`src/hdl/sqd_pkg.sv`:
```
// ---------------------------------------------------------------------------
// sqd_pkg: shared constants and types
// Queue geometry, derived widths and the control/status bundles between the
// controller and the datapath.
// ---------------------------------------------------------------------------
package sqd_pkg;

   localparam int MAX_QUEUES  = 8;
   localparam int QUEUE_DEPTH = 64;

   // queue index, loop counter (must reach MAX_QUEUES), head, length
   localparam int QIDX_W = (MAX_QUEUES > 1) ? $clog2(MAX_QUEUES) : 1;
   localparam int LOOP_W = $clog2(MAX_QUEUES + 1);
   localparam int HEAD_W = $clog2(QUEUE_DEPTH);
   localparam int LEN_W  = $clog2(QUEUE_DEPTH + 1);
   localparam int ADDR_W = $clog2(MAX_QUEUES * QUEUE_DEPTH);
   localparam int WORD_W = 32;   // {item id, arrive time}
   localparam int MASK_W = 8;

   typedef struct packed {
      logic init;      // write the reset entry of queue 0
      logic load;      // take a tick
      logic scan;      // one step of the shortest-queue search
      logic enq;       // enqueue or drop the arrival
      logic next;      // skip to next queue
      logic rd;        // dequeue front of current queue
      logic emit_rec;  // present served record
      logic emit_sum;  // present summary, advance tick
   } sqd_cmd_type;

   typedef struct packed {
      logic scan_done;
      logic srv_done;
      logic srv_hit;
   } sqd_stat_type;

endpackage

```
`src/hdl/sqd_ctrl.sv`:
```
// ---------------------------------------------------------------------------
// sqd_ctrl: tick sequencer
// Walks each tick through search, enqueue, per-queue service and summary.
// ---------------------------------------------------------------------------
module sqd_ctrl (
   input  logic                 clock,
   input  logic                 reset,
   input  logic                 start,
   output logic                 busy,
   input  sqd_pkg::sqd_stat_type stat,
   output sqd_pkg::sqd_cmd_type  cmd
);
   import sqd_pkg::*;

   typedef enum logic [2:0] {
      ST_INIT, ST_IDLE, ST_SCAN, ST_CHK, ST_OUT
   } state_type;

   state_type state_ff, state_in;
   logic      busy_ff;

   always_comb begin
      cmd      = '0;
      state_in = state_ff;
      case (state_ff)
         ST_INIT: begin
            cmd.init = 1'b1;
            state_in = ST_IDLE;
         end
         ST_IDLE: begin
            if (start) begin
               cmd.load = 1'b1;
               state_in = ST_SCAN;
            end
         end
         ST_SCAN: begin
            if (stat.scan_done) begin
               cmd.enq  = 1'b1;
               state_in = ST_CHK;
            end else begin
               cmd.scan = 1'b1;
            end
         end
         ST_CHK: begin
            if (stat.srv_done) begin
               cmd.emit_sum = 1'b1;
               state_in     = ST_IDLE;
            end else if (stat.srv_hit) begin
               cmd.rd   = 1'b1;
               state_in = ST_OUT;
            end else begin
               cmd.next = 1'b1;
            end
         end
         ST_OUT: begin
            cmd.emit_rec = 1'b1;
            state_in     = ST_CHK;
         end
         default: state_in = ST_IDLE;
      endcase
   end

   always_ff @(posedge clock) begin
      if (reset) begin
         state_ff <= ST_INIT;
         busy_ff  <= 1'b1;
      end else begin
         state_ff <= state_in;
         busy_ff  <= (state_in != ST_IDLE);
      end
   end

   assign busy = busy_ff;

endmodule

```
`config.mk`:
```
export PLATFORM = sky130hd
export DESIGN_NAME = sqd_ctrl
export DESIGN_NICKNAME = d
export VERILOG_FILES = /design/src/hdl/sqd_pkg.sv /design/src/hdl/sqd_ctrl.sv
export SDC_FILE = /design/constraint.sdc
export NUM_CORES = 1
export LEC_CHECK = 0
export BUFFER_PORTS_ARGS = -buffer_cell sky130_fd_sc_hd__buf_4
export CAP_MARGIN = 20
export CORE_AREA = 8 8 45 47
export CTS_CLUSTER_SIZE = 28
export DETAILED_ROUTE_END_ITERATION = 12
export DIE_AREA = 0 0 53 55
export GPL_TIMING_DRIVEN = 0
export PLACE_DENSITY_LB_ADDON = 0.25
export SYNTH_ARGS = -nofsm -noshare
export SYNTH_HDL_FRONTEND = slang
export SYNTH_SLANG_ARGS = --single-unit
```
`constraint.sdc`:
```
create_clock -name clock -period 1.65 [get_ports clock]
set_input_delay 0.0825 -clock clock [delete_from_list [all_inputs] [get_ports clock]]
set_output_delay 0.0825 -clock clock [all_outputs]
set_load 0.02 [all_outputs]
```
After elaboration in Yosys (flattened, before gate mapping)
Index checks and enable logic that the tools add are counted.
- latch bits: 0
- bits in writable memories: 0
- memories kept: 0
- logic and storage cells: 26
- output and inout bits: 9
- input bits: 6
- ROM bits: 0
- register bits after elaboration: 4
- $add $sub $neg: 0
- div/mod/pow operators: 0
- bitwise gates (word level): 0
- eq/ne operators: 5
- reductions and logical operators: 1
- multiplexer cells: 18
- $mul: 0
- magnitude comparators: 0
- shift-type cells: 0
- operators with widths (kind ; number):
    3-bit 2-to-1 mux ; 4
    3-bit one-hot mux with 4 select lines ; 1
    1-bit 2-to-1 mux ; 10
    3-bit by 2-bit equality test with 1-bit output (second input constant) ; 2
    2-bit 2-to-1 mux ; 3
    3-bit by 1-bit equality test with 1-bit output (second input constant) ; 1
    3-bit equality test (second input constant) ; 1
    3-bit logical NOT ; 1
    3-bit by 1-bit != test with 1-bit output (second input constant) ; 1

Longest topological paths before layout
Gate-level depths: netlist of run 1.
- word-level depth: 4
- gate-level depth with buffers: 4
- mapped depth without buffers: 3

Worst setup path before layout of run 1
No wires, ideal clock.
- path type: reg-to-output
- from: register state_ff[1]
- to: output port cmd[3] (netlist name)
- buffers on the path: 1
- required time: 1.567 ns
- cell stages (with the launch flop): 5
- data arrival time: 1.116 ns
- path slack: 0.451 ns
- cells stage by stage: dfxtp_1 buf_4 and2_1 nand2b_1 nor3_1
- RTL lines (what ; RTL line ; RTL):
    start, declared ; sqd_ctrl.sv:19 ; state_type state_ff, state_in;
    start signal, assigned ; sqd_ctrl.sv:68 ; state_ff <= state_in;
    end, declared ; sqd_ctrl.sv:11 ; output sqd_pkg::sqd_cmd_type cmd

==> metrics.md, run 1 <==
| Metric | Value |
|---|---|
| Avg Inst Size Synth | `around 7.9 sq um` |
| FF-to-FF Start | `state_ff[1]` |
| Final Non-Filler Cells | `64` |
| PD cells | `around 820 nW/um^2` |
| Gate Count Post-Synth | `31` |
| Post-layout instance area | `~400 sq um` |
| DRC | `0` |
| Status | `finished clean` |
| Worst hold endpoint | `state_ff[1]` |
| Crit Path Max Fanout | `8` |
| Final nets | `between 50 and 60` |
| Post-DP Area | `around 370 sq um` |
| Final wirelength | `a little over 700 um` |
| Area Overhead vs Synth | `60.20%` |
| Top cells by count, synth | `nor3_1, dfxtp_1, nand2b_1` |
| Cells on worst reg2reg path | `4` |
| Crit path kind | `flip-flop to output port` |
| Drt pass-1 iters | `2` |
| Worst hold start | `reset` |
| Final Skew | `3.449 ps` |
| Initial DRC Count | `2` |
| R2r endpoint | `state_ff[1]` |
| # Max-Cap Violations | `0` |
| Top cells by area, synth | `dfxtp_1, nand2b_1, nor3_1, nor2_1, a221o_1` |
| WP data arrival | `between 1000 and 1500 ps` |
| Final hold violation count | `0` |
| Fin worst setup slack | `between 200 and 300 ps` |
| CP startpoint kind | `flip-flop` |
| Top cell type's share of synthesized area | `32.65%` |
| Fill cell count | `162` |
| Number of synthesized flops with an enable pin | `0` |
| Initial antenna violation count | `0` |
| Actual slew at the worst max-slew pin | `between 300 and 400 ps` |
| Largest area contributor in the synthesized netlist | `dfxtp_1` |
| Io pins | `15` |
| Main synth FF type | `dfxtp_1` |
| Die footprint | `2915 sq um` |
| Effective utilization at floorplan | `between 10% and 20%` |
| # H-tree levels | `1` |
| Hold Path Cell Cnt | `2` |
| Number of hold buffers added after cts | `0` |
| Post-CTS Setup Inserts | `0` |
| Number of global-route vias before repair | `280` |
| Vias after detailed routing | `between 200 and 300` |
| Ys Warns | `0` |
| CTS tree | `done` |
| Die Y | `between 50 and 60 um` |
| Antenna-violating nets left | `0` |
| Peak supply drop | `~0.18 mV` |
| Register area share after synthesis | `32.65%` |
| Final global-route overflow total | `0` |
| Placed cells | `between 60 and 70` |
| Hold Path Class | `primary input to flip-flop` |
| # rows | `14` |
| Fmax | `approximately 0.73 GHz` |
| Vias per cell | `about 4.3` |
| Post-Syn Nets | `37` |
| Worst-path clk slew | `30 ps` |
| DPL Wire Length | `543.1 um` |
| FFs w/ async S/R, synth | `0%` |
| Hold slack | `between 30 and 40 ps` |
| Synth Cell Area | `245.2 sq um` |
| Longest Clk Path Bufs | `2` |
| Final Power | `about 0.32 mW` |
| CP required | `~1600 ps` |
| Clock sinks | `4` |
| First-pass GRT wire length | `between 1 and 1.5 mm` |
| Lkg Pwr | `around 0.18 nW` |
| Die W | `53 um` |
| TNS Setup | `0 ps` |
| Max-slew violation count | `0` |
| Total core area | `between 1000 and 1500 sq um` |
| Final min period | `~1400 ps` |
| CP Capture Type | `output port` |
| CTS root buf | `clkbuf_4` |
| DR WL/cell | `roughly 11 um` |
| Port bufs | `14` |
| Largest net degree at the start of global routing | `10` |
| RSZ-0062 raised after global routing | `false` |
| Num CTS Buffers | `3` |
| Place WS | `approximately 480 ps` |
| Slew margin rel. | `about three quarters` |
| RePlAce Congestion | `0.6940` |
| Fin util | `around 28%` |
| Flop-to-flop setup slack | `460 ps` |
| Most common cell in the netlist | `nor3_1` |
| Cts repair resizes | `0` |
| N_diodes | `0` |
| #FFs+latches synth | `4` |
| Layout cells sized above 1 | `between 30 and 40%` |
| Worst skew pair latency | `230 ps` |
| Setup Viol. Count Final | `0` |
| Tcrit/Tclk final | `between 80% and 90%` |
| Distinct cells, synth | `19` |
| Gr usage total | `6.059%` |
-- worst max-delay path by stage --
stage,start,to,slack [ps],cells after the start
finish,state_ff[0],cmd[3],280,4
global route,state_ff[0],cmd[3],120,4
CTS,state_ff[2],cmd[3],260,4
detailed placement,state_ff[1],state_ff[1],480,4
global placement,state_ff[1],state_ff[0],480,4
floorplan,state_ff[1],cmd[3],450,4
-- per-layer routing --
metal	routed length [um]	up-vias	track usage (%)
met2	352	7	8.789
met3	54	2	2.941
met4	11	0	6.466
met1	287	123	6.061
met5	0	-	0
li1	-	140	-
-- worst max-delay path, stage by stage (launching register included) --
cell	delay (ps)
dfxtp_1	440
and2_1	190
nand2b_1	110
nor3_1	150
buf_4	170
-- where the power goes --
group | total, mW | internal, mW | switching, mW
registers | 0.112 | 0.106 | 0.00637
clock network | 0.120 | 0.0813 | 0.0386
logic | 0.0882 | 0.0432 | 0.0451
total | 0.320 | 0.230 | 0.0900
-- kinds of logic after synthesis --
group / Yosys count / synth area share, %
AOI/OAI and AO/OA: 4 / 12.76
xor gates and xnor gates: 1 / 3.572
buffers and inverters: 3 / 6.121
DFF: 4 / 32.65
and+or+nand+nor: 19 / 44.90
-- placed cells by master, fill, tap and decap left out --
| cell type | n |
|---|---|
| buf_4 | 15 |
| dfxtp_1 | 4 |
| nor2_1 | 3 |
| o21ai_0 | 1 |
| clkbuf_4 | 3 |
| nand2b_1 | 4 |
| nand3b_1 | 1 |
| a21oi_2 | 1 |
| inv_1 | 1 |
| clkbuf_1 | 1 |
| nand4b_1 | 1 |
| nor3b_1 | 1 |
| or3b_1 | 1 |
| and2_1 | 1 |
| nor3_1 | 5 |
| nor2b_1 | 1 |
| a221o_1 | 1 |
| a21o_1 | 1 |
| nand2_1 | 1 |
| xor2_1 | 1 |
-- sequential cells by signal, indices dropped and copies added (netlist names) --
register  cells
state_ff      3
busy          1
-- final cells by class --
cell class | count | area (sq um) | share of cell area, %
Tap cell | 16 | 20.02 | 5.096
Timing Repair Buffer | 14 | 105.1 | 26.75
Clock buffer | 3 | 22.52 | 5.732
Inverter | 1 | 3.754 | 0.9554
Sequential cell | 4 | 80.08 | 20.38
Buffer | 2 | 11.26 | 2.866
Multi-Input combinational cell | 24 | 150.1 | 38.22
Note: power is estimated with default switching activity, not from simulation.
==> run 2: changes to the inputs <==
- ABC_AREA: not set -> 1
- clock period: 1.65 -> 1.1 ns (I/O delays scaled with it)
==> run 2 against run 1 <==
Net effect:
- the flow now finishes with violations (negative setup slack)
- clock skew down 2.9 ps
- global-route usage shrank 1.1 points
- non-clock buffer count increased by 4
- design area up 25%
- sequential power is 61% higher
- critical endpoint unchanged
- highest routed layer is now met3
==> metrics.md, run 2 <==
| Metric | Value |
|---|---|
| RePlAce Congestion | `0.7040` |
| Slowest cell delay on critical path | `roughly 320 ps` |
| Top cells by count, synth | `nand2_1, nor2_1, inv_1` |
| Met2 Resource Use GR | `approximately 8.2%` |
| Gr usage total | `4.915%` |
| Clock sinks | `4` |
| Number of global-route vias before repair | `approximately 320` |
| FF-to-FF Start | `state_ff[2]` |
| Most frequent cells in the layout | `buf_4, nor2_1, nand2_1, inv_1, nand3_1` |
| Num CTS Buffers | `3` |
| Initial antenna violation count | `0` |
| Actual slew at the worst max-slew pin | `around 160 ps` |
| Longest Clk Path Bufs | `2` |
| Status | `complete, but fails checks` |
| Final Non-Filler Cells | `81` |
| Met3 Track Usage GR | `between 1 and 1.5%` |
| Fmax | `0.8958 GHz` |
| Slew margin rel. | `approximately 89%` |
| Post-Syn Nets | `48` |
| TNS Setup | `-16.28 ps` |
| Area Overhead vs Synth | `93.60%` |
| Total core area | `1384 sq um` |
| Worst skew pair latency | `around 230 ps` |
| WP data arrival | `between 1000 and 1500 ps` |
| Final wirelength | `719 um` |
| Main synth FF type | `dfxtp_1` |
| Flop-to-flop setup slack | `roughly 100 ps` |
| Tcrit/Tclk final | `101.5%` |
| Top cells by area, synth | `dfxtp_1, nand2_1, nor2_1, inv_1, nand3_1` |
| Largest register FFs | `3` |
| Final nets | `73` |
| Crit path depth | `6` |
| CP max stage cell | `dfxtp_2` |
| DPL Wire Length | `548.6 um` |
| DRC | `0` |
| Final min period | `~1100 ps` |
| Ys Warns | `0` |
| FFs w/ async S/R, synth | `0%` |
| N_diodes | `0` |
| Critical path buffers and inverters | `3` |
| CP startpoint kind | `flip-flop` |
| Die W | `between 50 and 60 um` |
| Hold Path Class | `primary input to flip-flop` |
| GR Util met1 | `5.311%` |
| Lkg Pwr | `approximately 0.28 nW` |
| DR WL/cell | `roughly 8.9 um` |
| # H-tree levels | `1` |
| Fill cell count | `158` |
| # rows | `14` |
| Synth Cell Area | `approximately 250 sq um` |
| Crit-path most repeated cell | `inv_4` |
| Crit path to | `cmd[3]` |
| CTS root buf | `clkbuf_4` |
| Final hold violation count | `0` |
| Number of synthesized flops with an enable pin | `0` |
| Die Y | `around 55 um` |
| Busiest grt layer | `met2` |
| Vias per cell | `~3.9` |
| Cells on worst reg2reg path | `8` |
| Final global-route overflow total | `0` |
| Layout cells sized above 1 | `between 50% and 60%` |
| Gate Count Post-Synth | `between 40 and 50` |
| CP Capture Type | `output port` |
| Crit path max-delay family | `flip-flops` |
| Io pins | `15` |
| Largest net degree at the start of global routing | `7` |
| Crit Path Max Fanout | `4` |
| Top cell type's share of synthesized area | `31.53%` |
| R2r endpoint | `state_ff[1]` |
| Distinct cells, synth | `12` |
| Final Skew | `roughly 0.6 ps` |
| CP required | `about 1000 ps` |
| Avg Inst Size Synth | `between 6 and 7 sq um` |
| Violated checks | `negative setup slack` |
| Post-DP Area | `between 300 and 400 sq um` |
| Max-slew violation count | `0` |
| First-pass GRT wire length | `around 1.1 mm` |
| Final Power | `0.5311 mW` |
| Worst-path clk slew | `40 ps` |
| Largest reg by FF count | `state_ff` |
| CTS tree | `done` |
| PD cells | `1080 nW/um^2` |
| Die footprint | `roughly 3000 sq um` |
| Initial DRC Count | `3` |
| # Max-Cap Violations | `0` |
| Most common cell after layout, fill and taps aside | `buf_4` |
| CP Launch Point | `state_ff[2]` |
| RSZ-0062 raised after global routing | `true` |
| Vias after detailed routing | `~320` |
| Setup Viol. Count Final | `1` |
| Placed cells | `just over 70` |
| Register area share after synthesis | `a little under a third` |
| Post-layout instance area | `~490 sq um` |
| Effective utilization at floorplan | `between 10% and 20%` |
| CP cell instances | `inv_4 > nand3_4 > inv_4 > nand2_4 > nor2_4 > buf_6` |
| Largest area contributor in the synthesized netlist | `dfxtp_1` |
| Fin util | `35.53%` |
| Crit path kind | `flip-flop to output port` |
| Fin worst setup slack | `-16.28 ps` |
| Port bufs | `14` |
| #FFs+latches synth | `4` |
| Antenna-violating nets left | `0` |
| Drt pass-1 iters | `2` |
| Peak supply drop | `around 0.30 mV` |
-- run 2: metrics by stage --
| step | setup WS, ps | hold WS, ps |
|---|---|---|
| after floorplan | 125.5 | 121.9 |
| after global placement | 68.21 | 248.2 |
| after detailed placement | 75.71 | 249.0 |
| after CTS | -35.00 | 127.0 |
| after global routing | -83.07 | 147.5 |
| final | -16.28 | 148.9 |
-- run 2: layer usage --
layer | part of all wire, % | wire [um]
met3 | 7.2 | 52
met2 | 53 | 379
met1 | 40 | 288
met4 | 0 | 0
met5 | 0 | 0
-- run 2: worst min path at each step --
| stage | from | to | slack, ps | cells after the start |
|---|---|---|---|---|
| global placement | reset | state_ff[1] | 250 | 2 |
| CTS | stat[1] | state_ff[2] | 130 | 4 |
| global route | stat[1] | state_ff[2] | 150 | 4 |
| detailed placement | reset | state_ff[1] | 250 | 2 |
| floorplan | reset | state_ff[1] | 120 | 1 |
| finish | stat[1] | state_ff[2] | 150 | 4 |
-- run 2: kinds of logic after synthesis --
family	after synthesis	synth area share [%]
DFF	4	31.53
and+or+nand+nor	28	53.70
buffers and inverters	10	14.78
-- run 2: power by group --
part / leakage, nW / total (mW) / switching (mW) / internal, mW
clock network: 0.0138 / 0.177 / 0.0557 / 0.122
logic: 0.235 / 0.174 / 0.0917 / 0.0823
registers: 0.0348 / 0.180 / 0.0180 / 0.162
total: 0.284 / 0.531 / 0.165 / 0.366
-- run 2: final cells by class --
cell class,count,area [sq um],area share (%)
clock buffers,3,22.52,4.580
repair buffers,20,163.9,33.33
multi-input cells,28,153.9,31.30
inverters,10,42.54,8.651
flip-flops and latches,4,88.84,18.07
well taps,16,20.02,4.071
-- run 2: worst register-to-register path, delay by kind of cell, from the launching register on --
kind          cells  cell delay (ps)
simple gates      5              330
flops             1              340
buf+inv           3              220
-- run 2: what timing repair did --
item	CTS	global route
endpoints found under the hold margin	1	0
hold buffers	1	0
endpoints found under the setup margin	5	4
pin swaps	3	5
resized for setup	11	3
buffers inserted	4	1
==> run 3: changes to the inputs <==
- RECOVER_POWER: not set -> 50
==> run 3 against run 2 <==
Net effect:
- sequential cell count unchanged
- final cell count unchanged
- critical endpoint unchanged
- the run still ends with negative setup slack left
- largest cell class unchanged
- critical path depth unchanged
- largest power group unchanged
- total power down 1.0%
- clock skew unchanged
- design area down 1.5%
==> metrics.md, run 3 (synthesis results as in run 2) <==
| Metric | Value |
|---|---|
| Status | `complete, but fails checks` |
| Violated checks | `negative setup slack` |
| Most frequent cells in the layout | `buf_4, nor2_1, nand2_1, inv_1, nand3_1` |
| WP data arrival | `1060 ps` |
| Vias after detailed routing | `between 300 and 400` |
| RSZ-0062 raised after global routing | `true` |
| Clock sinks | `4` |
| Place WS | `about 76 ps` |
| DPL Wire Length | `548.6 um` |
| Max-slew violation count | `0` |
| DR WL/cell | `a little under 9 um` |
| Io pins | `15` |
| Area Overhead vs Synth | `90.64%` |
| Longest Clk Path Bufs | `2` |
| Total core area | `~1400 sq um` |
| Largest net degree at the start of global routing | `7` |
| Fin util | `a little over a third` |
| First-pass GRT wire length | `roughly 1.1 mm` |
| Die W | `approximately 53 um` |
| Effective utilization at floorplan | `about 18%` |
| Crit path kind | `flip-flop to output port` |
| Worst skew pair latency | `~230 ps` |
| Initial DRC Count | `3` |
| Initial antenna violation count | `0` |
| FF-to-FF Start | `state_ff[2]` |
| Fmax | `around 0.9 GHz` |
| DRC | `0` |
| Final hold violation count | `0` |
| Port bufs | `14` |
| CP startpoint kind | `flip-flop` |
| Most common cell after layout, fill and taps aside | `buf_4` |
| Post-layout instance area | `roughly 480 sq um` |
| RePlAce Congestion | `0.7040` |
| Post-DP Area | `~380 sq um` |
| Final Skew | `0.5851 ps` |
| Worst-path clk slew | `roughly 40 ps` |
| Slew margin rel. | `between 80% and 90%` |
| Gr usage total | `between 4 and 5%` |
| CP Capture Type | `output port` |
| Fin worst setup slack | `-16.28 ps` |
| # Max-Cap Violations | `0` |
| Vias per cell | `3.938` |
| CP required | `1040 ps` |
| PD cells | `1086 nW/um^2` |
| CTS tree | `done` |
| CTS root buf | `clkbuf_4` |
| Die footprint | `roughly 2900 sq um` |
| # H-tree levels | `1` |
| Number of global-route vias before repair | `between 300 and 400` |
| Peak supply drop | `0.3001 mV` |
| Layout cells sized above 1 | `between 50 and 60%` |
| Crit Path Max Fanout | `4` |
| Tcrit/Tclk final | `101.5%` |
| Worst hold start | `stat[1]` |
| Setup Viol. Count Final | `1` |
| CP Launch Point | `state_ff[2]` |
| Largest register FFs | `3` |
| TNS Setup | `-16.28 ps` |
| Hold Path Class | `primary input to flip-flop` |
| Largest reg by FF count | `state_ff` |
| Num CTS Buffers | `3` |
| Drt pass-1 iters | `2` |
| # rows | `14` |
| Actual slew at the worst max-slew pin | `roughly 250 ps` |
| Final nets | `between 70 and 80` |
| N_diodes | `0` |
| Hold slack | `roughly 150 ps` |
| Die Y | `about 55 um` |
| Lkg Pwr | `between 0.2 and 0.3 nW` |
| Antenna-violating nets left | `0` |
| Final global-route overflow total | `0` |
| Final min period | `between 1000 and 1500 ps` |
| Final wirelength | `between 700 and 800 um` |
## run 3: worst max-delay path, stage by stage, from the launching register on
cell	delay [ps]
dfxtp_2	320
inv_4	70
nand3_4	100
inv_4	80
nand2_4	50
nor2_4	80
buf_6	120
## run 3: worst paths after layout
check                              endpoint  slack, ps  cells after the start
worst max register to register  state_ff[0]         90                      8
worst min-delay path            state_ff[2]        150                      4
worst max-delay path                 cmd[3]        -20                      6
worst min register to register  state_ff[2]        540                      2
## run 3: repair_timing
action | in CTS | in global routing
gates resized for setup | 11 | 3
pin swaps | 3 | 5
setup endpoints to repair | 5 | 4
buffers inserted | 4 | 1
endpoints found under the hold margin | 1 | 0
hold buffers | 1 | 0
gates cloned | 0 | 0
## run 3: through the flow
| stage | power (mW) | std cells |
|---|---|---|
| final | 0.5256 | 81 |
| after global routing | 0.5640 | 81 |
| after CTS | 0.5353 | 80 |
| after detailed placement | 0.3250 | 72 |
| after global placement | 0.3259 | 72 |
| after floorplan | 0.2646 | 42 |
## run 3: per-layer routing
metal / track usage [%] / part of all wire (%) / routed length, um / vias up
met5: 0 / 0 / 0 / -
met4: 3.879 / 0 / 0 / 0
met3: 1.070 / 7.2 / 52 / 0
met2: 8.203 / 52 / 378 / 10
met1: 5.311 / 40 / 291 / 136
li1: - / - / - / 173
## run 3: where the power goes
| part | total [mW] | internal (mW) | switching [mW] |
|---|---|---|---|
| Sequential | 0.179 | 0.162 | 0.0179 |
| Clock | 0.177 | 0.122 | 0.0557 |
| Combinational | 0.169 | 0.0769 | 0.0918 |
## run 3: cell type report
class	count	area (sq um)
fill	159	899.6
timing repair buffer	20	156.4
multi-input combinational	28	153.9
sequential	4	88.84
inverter	10	42.54
clock buffer	3	22.52
tap	16	20.02
